[src/hw/rtl/dram_address_field_mapper_assert.svh]
// Assertion macros shared by the address mapper RTL.
// Expects clk and rst_n to be visible where a macro is used.
`ifndef DRAM_ADDRESS_FIELD_MAPPER_ASSERT_SVH
`define DRAM_ADDRESS_FIELD_MAPPER_ASSERT_SVH

// Same-cycle implication, checked outside reset.
`define DAFM_ASSERT_IMP(lbl, ante, cons) \
  lbl: assert property (@(posedge clk) disable iff (!rst_n) (ante) |-> (cons)) \
    else $error("address mapper check failed");

// Next-cycle implication, checked outside reset.
`define DAFM_ASSERT_NXT(lbl, ante, cons) \
  lbl: assert property (@(posedge clk) disable iff (!rst_n) (ante) |=> (cons)) \
    else $error("address mapper check failed");

`endif

[src/hw/rtl/dafm_pkg.sv]
// Shared constants, register indexes, tag codes and pipeline types
// for the DRAM address field mapper. No dependencies.
`default_nettype none

package dafm_pkg;

  localparam int ADDR_BITS    = 64;
  localparam int NUM_POS      = 64;
  localparam int NUM_FIELDS   = 8;
  localparam int NUM_SPLIT    = 5;
  localparam int CHUNK_W      = 16;
  localparam int NUM_CHUNKS   = NUM_POS / CHUNK_W;
  localparam int NUM_TAG_REGS = 4;
  localparam int TAGS_PER_REG = 16;
  localparam int TAG_W        = 4;
  localparam int RADIX_W      = 9;
  localparam int ID_W         = 32;
  localparam int CFG_IDX_W    = 4;
  localparam int CFG_DATA_W   = 64;
  localparam int CNT_W        = 5;
  localparam int OFF_W        = 7;

  localparam int DIV_STEPS      = 8;
  localparam int DIV_STAGES_PER = ID_W / DIV_STEPS;
  localparam int NUM_DIVS       = 4;
  localparam int GATHER_STG     = 0;
  localparam int MERGE_STG      = 1;
  localparam int H_CH_STG       = 2;
  localparam int H_RANK_STG     = 3;
  localparam int H_GROUP_STG    = 4;
  localparam int H_BANK_STG     = 5;
  localparam int FIRST_DIV_STG  = 1;
  localparam int LAST_DIV_STG   = FIRST_DIV_STG + NUM_DIVS * DIV_STAGES_PER - 1;
  localparam int OFFS_STG       = LAST_DIV_STG + 1;
  localparam int DEP_STG        = OFFS_STG + 1;
  localparam int NUM_STAGES     = DEP_STG + 1;

  localparam logic [CFG_IDX_W-1:0] CFG_TAGS_0  = 4'd0;
  localparam logic [CFG_IDX_W-1:0] CFG_TAGS_1  = 4'd1;
  localparam logic [CFG_IDX_W-1:0] CFG_TAGS_2  = 4'd2;
  localparam logic [CFG_IDX_W-1:0] CFG_TAGS_3  = 4'd3;
  localparam logic [CFG_IDX_W-1:0] CFG_BANKS   = 4'd4;
  localparam logic [CFG_IDX_W-1:0] CFG_GROUPS  = 4'd5;
  localparam logic [CFG_IDX_W-1:0] CFG_RANKS   = 4'd6;
  localparam logic [CFG_IDX_W-1:0] CFG_PCHS    = 4'd7;

  // Field index f is selected by tag code f + 1.
  localparam int F_CH    = 0;
  localparam int F_PCH   = 1;
  localparam int F_RANK  = 2;
  localparam int F_GROUP = 3;
  localparam int F_BANK  = 4;
  localparam int F_ROW   = 5;
  localparam int F_COL   = 6;
  localparam int F_LINE  = 7;

  typedef struct packed {
    logic [NUM_FIELDS-1:0][NUM_POS-1:0] mask;
    logic [RADIX_W-1:0]                 rad_b;
    logic [RADIX_W-1:0]                 rad_g;
    logic [RADIX_W-1:0]                 rad_r;
    logic [RADIX_W-1:0]                 rad_p;
  } cfg_t;

  typedef struct packed {
    logic                                         mode;
    logic [ID_W-1:0]                              num;
    logic [RADIX_W-1:0]                           rem;
    logic [NUM_DIVS-1:0][RADIX_W-1:0]             dpart;
    logic [NUM_FIELDS-1:0][NUM_POS-1:0]           fld;
    logic [NUM_FIELDS-1:0][NUM_CHUNKS-1:0][CNT_W-1:0] cnt;
    logic [ID_W-1:0]                              acc;
    logic [ID_W-1:0]                              frank;
    logic [NUM_POS-1:0]                           built;
  } pipe_t;

endpackage

`default_nettype wire

[src/hw/rtl/dafm_cfg.sv]
// Configuration registers of the address mapper and the decoded field
// masks and radices. Depends on dafm_pkg.
`default_nettype none

module dafm_cfg (
  input  wire logic                             clk,
  input  wire logic                             rst_n,
  input  wire logic                             cfg_we,
  input  wire logic [dafm_pkg::CFG_IDX_W-1:0]   cfg_index,
  input  wire logic [dafm_pkg::CFG_DATA_W-1:0]  cfg_data,
  output dafm_pkg::cfg_t                        cfg
);

  logic [dafm_pkg::NUM_TAG_REGS-1:0][dafm_pkg::CFG_DATA_W-1:0] tags_r;
  logic [dafm_pkg::RADIX_W-1:0] rad_b_r, rad_g_r, rad_r_r, rad_p_r;

  always_ff @(posedge clk) begin
    if (!rst_n) begin
      tags_r  <= '0;
      rad_b_r <= 9'd1;
      rad_g_r <= 9'd1;
      rad_r_r <= 9'd1;
      rad_p_r <= 9'd1;
    end else if (cfg_we) begin
      unique case (cfg_index)
        dafm_pkg::CFG_TAGS_0: tags_r[0] <= cfg_data;
        dafm_pkg::CFG_TAGS_1: tags_r[1] <= cfg_data;
        dafm_pkg::CFG_TAGS_2: tags_r[2] <= cfg_data;
        dafm_pkg::CFG_TAGS_3: tags_r[3] <= cfg_data;
        dafm_pkg::CFG_BANKS:  rad_b_r <= cfg_data[dafm_pkg::RADIX_W-1:0];
        dafm_pkg::CFG_GROUPS: rad_g_r <= cfg_data[dafm_pkg::RADIX_W-1:0];
        dafm_pkg::CFG_RANKS:  rad_r_r <= cfg_data[dafm_pkg::RADIX_W-1:0];
        dafm_pkg::CFG_PCHS:   rad_p_r <= cfg_data[dafm_pkg::RADIX_W-1:0];
        default: begin
        end
      endcase
    end
  end

  always_comb begin
    logic [dafm_pkg::TAG_W-1:0] tag;
    tag = '0;
    cfg = '0;
    for (int pos = 0; pos < dafm_pkg::NUM_POS; pos++) begin
      tag = tags_r[pos / dafm_pkg::TAGS_PER_REG]
                  [(pos % dafm_pkg::TAGS_PER_REG) * dafm_pkg::TAG_W +: dafm_pkg::TAG_W];
      for (int f = 0; f < dafm_pkg::NUM_FIELDS; f++) begin
        cfg.mask[f][pos] = (pos < dafm_pkg::ADDR_BITS) && (tag == 4'(f + 1));
      end
    end
    cfg.rad_b = (rad_b_r == '0) ? 9'd1 : rad_b_r;
    cfg.rad_g = (rad_g_r == '0) ? 9'd1 : rad_g_r;
    cfg.rad_r = (rad_r_r == '0) ? 9'd1 : rad_r_r;
    cfg.rad_p = (rad_p_r == '0) ? 9'd1 : rad_p_r;
  end

endmodule

`default_nettype wire

[config.mk]
export PLATFORM = sky130hd
export DESIGN_NAME = dafm_cfg
export DESIGN_NICKNAME = d
export VERILOG_FILES = /design/src/hw/rtl/dram_address_field_mapper_assert.svh /design/src/hw/rtl/dafm_pkg.sv /design/src/hw/rtl/dafm_cfg.sv
export SDC_FILE = /design/constraint.sdc
export NUM_CORES = 1
export LEC_CHECK = 0
export ABC_AREA = 1
export BUFFER_PORTS_ARGS = -buffer_cell sky130_fd_sc_hd__buf_2
export CAP_MARGIN = 20
export CORE_AREA = 2 2 243 245
export CTS_CLUSTER_DIAMETER = 150
export DETAILED_ROUTE_END_ITERATION = 6
export DIE_AREA = 0 0 245 247
export GPL_ROUTABILITY_DRIVEN = 0
export PLACE_DENSITY = 0.64
export SLEW_MARGIN = 20
export SYNTH_ARGS = -nofsm -noshare
export SYNTH_HDL_FRONTEND = slang
export SYNTH_SLANG_ARGS = --single-unit
export TNS_END_PERCENT = 1
[constraint.sdc]
create_clock -name clk -period 1.4 [get_ports clk]
set_clock_uncertainty 0.15 [all_clocks]
set_input_delay 0.21 -clock clk [delete_from_list [all_inputs] [get_ports clk]]
set_output_delay 0.21 -clock clk [all_outputs]
set_load 0.1 [all_outputs]
==> flow_metrics.tcl <==
set metrics [dict create \
    drt_first_pass_iters 6 \
    fillers 3600 \
    critPathLaunchType "flop" \
    yosysWarningCount 0 \
    port_buffers 618 \
    drtAntennaViolNets 0 \
    finalCritPeriodShare_pct 171 \
    cp.arrival_ns 2.03 \
    setup_violations 548 \
    cp_num_buf_inv 3 \
    clkTransAtPathRegs_ns 0.06 \
    cts_buffers 35 \
    fp.dieW_um 245 \
    tightest_slew_ns 0.558 \
    cts_root_buffer "clkbuf_16" \
    path_cells "inv_1, nor3_2, buf_4, buf_12" \
    required_ns 1.04 \
    cp_max_fo 5 \
    status "complete, but fails checks" \
    fin_crit_ns 2.39 \
    layout-drive-gt1-share_pct 60.8 \
    syn_nets 2816 \
    clock_path_buffers 3 \
    ir_drop_uv 671 \
    pwr-share-seq_pct 36.3 \
    clkLatencyLatePin_ns 0.53 \
    p_sw_w 0.00772 \
    p_leak_nw 17.3 \
    end_kind "output port" \
    fin_nets 4094 \
    sw_frac_of_total_pct 32.3 \
    area_delta_synth_final_pct 140 \
    max_slew_margin_pct 62.6 \
    postLayoutSetupSlackWorst_ns -0.993 \
    cap_violations 0 \
    hold_viol 0 \
    drc 0 \
    synth_area_per_cell_um2 6.11 \
    grt_pass1_wl_um 134000 \
    cts_tree "built" \
    ys_ff_latch 292 \
    critical-path-max-stage-delay_ns 0.53 \
    ff2ff_setup_slack_ns 0.19 \
    pwr-share-comb_pct 23.7 \
    regArea_mm2 0.00632 \
    power.density_mw_per_mm2 593 \
    post_drt_wl_per_cell_um 20.5 \
    grt_pass1_vias 24900 \
    rr_worst_depth 4 \
    min_from "cfg_data[4]" \
    crit_slowest_cell "nor3_2" \
    vias 25600 \
    max_freq_ghz 0.418 \
    worst_hold_slack_ns 0.0634 \
    finalMaxSlewViolations 0 \
    cp_num_cells 4 \
    grt_max_degree 51 \
    multi_input_area_mm2 0.0120 \
    rsz0062_at_grt "yes" \
    cp_top_family "buffers and inverters" \
    htreeDepth 2 \
    grt-ovfl-total 0 \
    dp_hpwl_um 60000 \
    ys_seq_area_share_pct 34.8 \
    antenna_found_initial 3 \
    fp-row-count 89 \
    rr_startpoint "tags_r[217]" \
    path_class "reg2out" \
    syn-cell-area_mm2 0.0168 \
    core_mm2 0.0582 \
    ys_types 20 \
    num_io_pins 619 \
    cts.sinks 292 \
    dieHeight_um 247 \
    grt_usage_pct 27.7 \
    dpl_worst_slack_ns -0.247 \
    drt-initial-drc-count 2161 \
    clockPowerShare_pct 40.0 \
    via_per_inst 5.31 \
    start_util_pct 28.8 \
    p_int_w 0.0162 \
    whs_path_depth 6 \
    r2r-end "tags_r[217]" \
    min_to "rad_r_r[4]" \
    die_area_mm2 0.0605 \
    wirelength_um 99000 \
    synthCells 2745 \
    hold_path.class "in2reg" \
    violations "negative setup slack" \
]
how the worst max path moves through the flow:
| stage | from | end | slack [ns] |
|---|---|---|---|
| after floorplan | tags_r[70] | cfg[117] | -1.62 |
| after detailed placement | cfg_index[3] | tags_r[164] | -0.25 |
| after CTS | tags_r[183] | cfg[145] | -0.66 |
| final | tags_r[217] | cfg[154] | -0.99 |
| after global placement | tags_r[191] | cfg[147] | -0.20 |
| after global routing | tags_r[218] | cfg[154] | -1.05 |
flip-flops by register name (all words and copies together), names as in the netlist:
signal / flops
rad_g_r: 9
rad_r_r: 9
tags_r: 256
rad_p_r: 9
rad_b_r: 9
cell usage in the layout, fill, tap and decap left out, drive strengths merged, types with 32 or more instances in the layout:
cell type	count
buf	1358
nand2	525
nor2	475
nor3	448
inv	424
dfxtp	292
nand4	256
nor4	64
dlygate4sd3	59
clkbuf	57
nand3	43
or2	32
through the flow:
stage               setup TNS, ns  total power (W)  area, µm²  cells  utilization (%)
floorplan                 -759.11           0.0117      17200   2745                -
global placement           -30.76           0.0137      34700   4697             59.5
detailed placement         -44.38           0.0138      34700   4697             59.5
CTS                       -269.69           0.0235      38600   4816             66.3
global route              -292.83           0.0245      40300   4821             69.3
finish                    -264.35           0.0239      40300   4821             69.3
worst min-delay path, stage by stage:
cell and delay, ns:
buf_2 0.08, inv_1 0.03, buf_4 0.18, nand3_1 0.09, nand2_1 0.04, nor2_1 0.07
layer usage:
layer	up-vias	routed length (µm)	share of wire (%)	GRT usage, %
li1	11500	-	-	-
met1	12100	32300	33	29.1
met2	1586	51300	52	50.4
met3	476	8160	8.2	5.91
met4	0	7240	7.3	17.0
met5	-	0	0	0
what timing repair did:
action | CTS | global route
buffers inserted | 1 | 2
setup endpoints to repair | 548 | 561
hold endpoints to repair | 236 | 0
pin swaps | 31 | 34
hold buffers | 59 | 0
resized for setup | 722 | 516
power groups by stage:
stage / combinational [W] / clock (W) / sequential, W
3_5_place_dp: 0.00491 / 0 / 0.00885
5_1_grt: 0.00589 / 0.00995 / 0.00870
4_1_cts: 0.00526 / 0.00960 / 0.00866
6_report: 0.00566 / 0.00956 / 0.00869
3_3_place_gp: 0.00484 / 0 / 0.00884
2_1_floorplan: 0.00282 / 0 / 0.00883
logic make-up after synthesis:
family	synth area share, %
buf+inv	14.4
flops	34.8
simple gates	50.5
compound gates	0.298
final cells by class:
type / count / share of cell area, %
antenna: 3 / 0.0186
clock buffer: 56 / 2.74
clock inverter: 3 / 0.171
inverter: 425 / 4.09
multi-input combinational: 1851 / 29.8
sequential: 292 / 15.7
tap: 773 / 2.40
timing repair buffer: 1418 / 45.2
cells in the mapped netlist:
cell,count,area share [%]
nand2_1,524,12
nor2_1,466,10
nor3_1,448,13
inv_1,424,9.5
dfxtp_1,292,35
nand4_1,256,9.5
clkbuf_1,81,1.8
nor4_1,64,2.4
buf_2,55,1.6
nand3_1,40,1.2
or2_2,32,1.2
buf_1,29,0.65
buf_6,12,0.81
nor2_2,6,0.22
o21ai_0,4,0.12
o21bai_1,4,0.18
nand3_2,3,0.18
nor2_4,3,0.20
inv_2,1,0.022
nand2_2,1,0.037
Power figures use the tool's default switching activity.
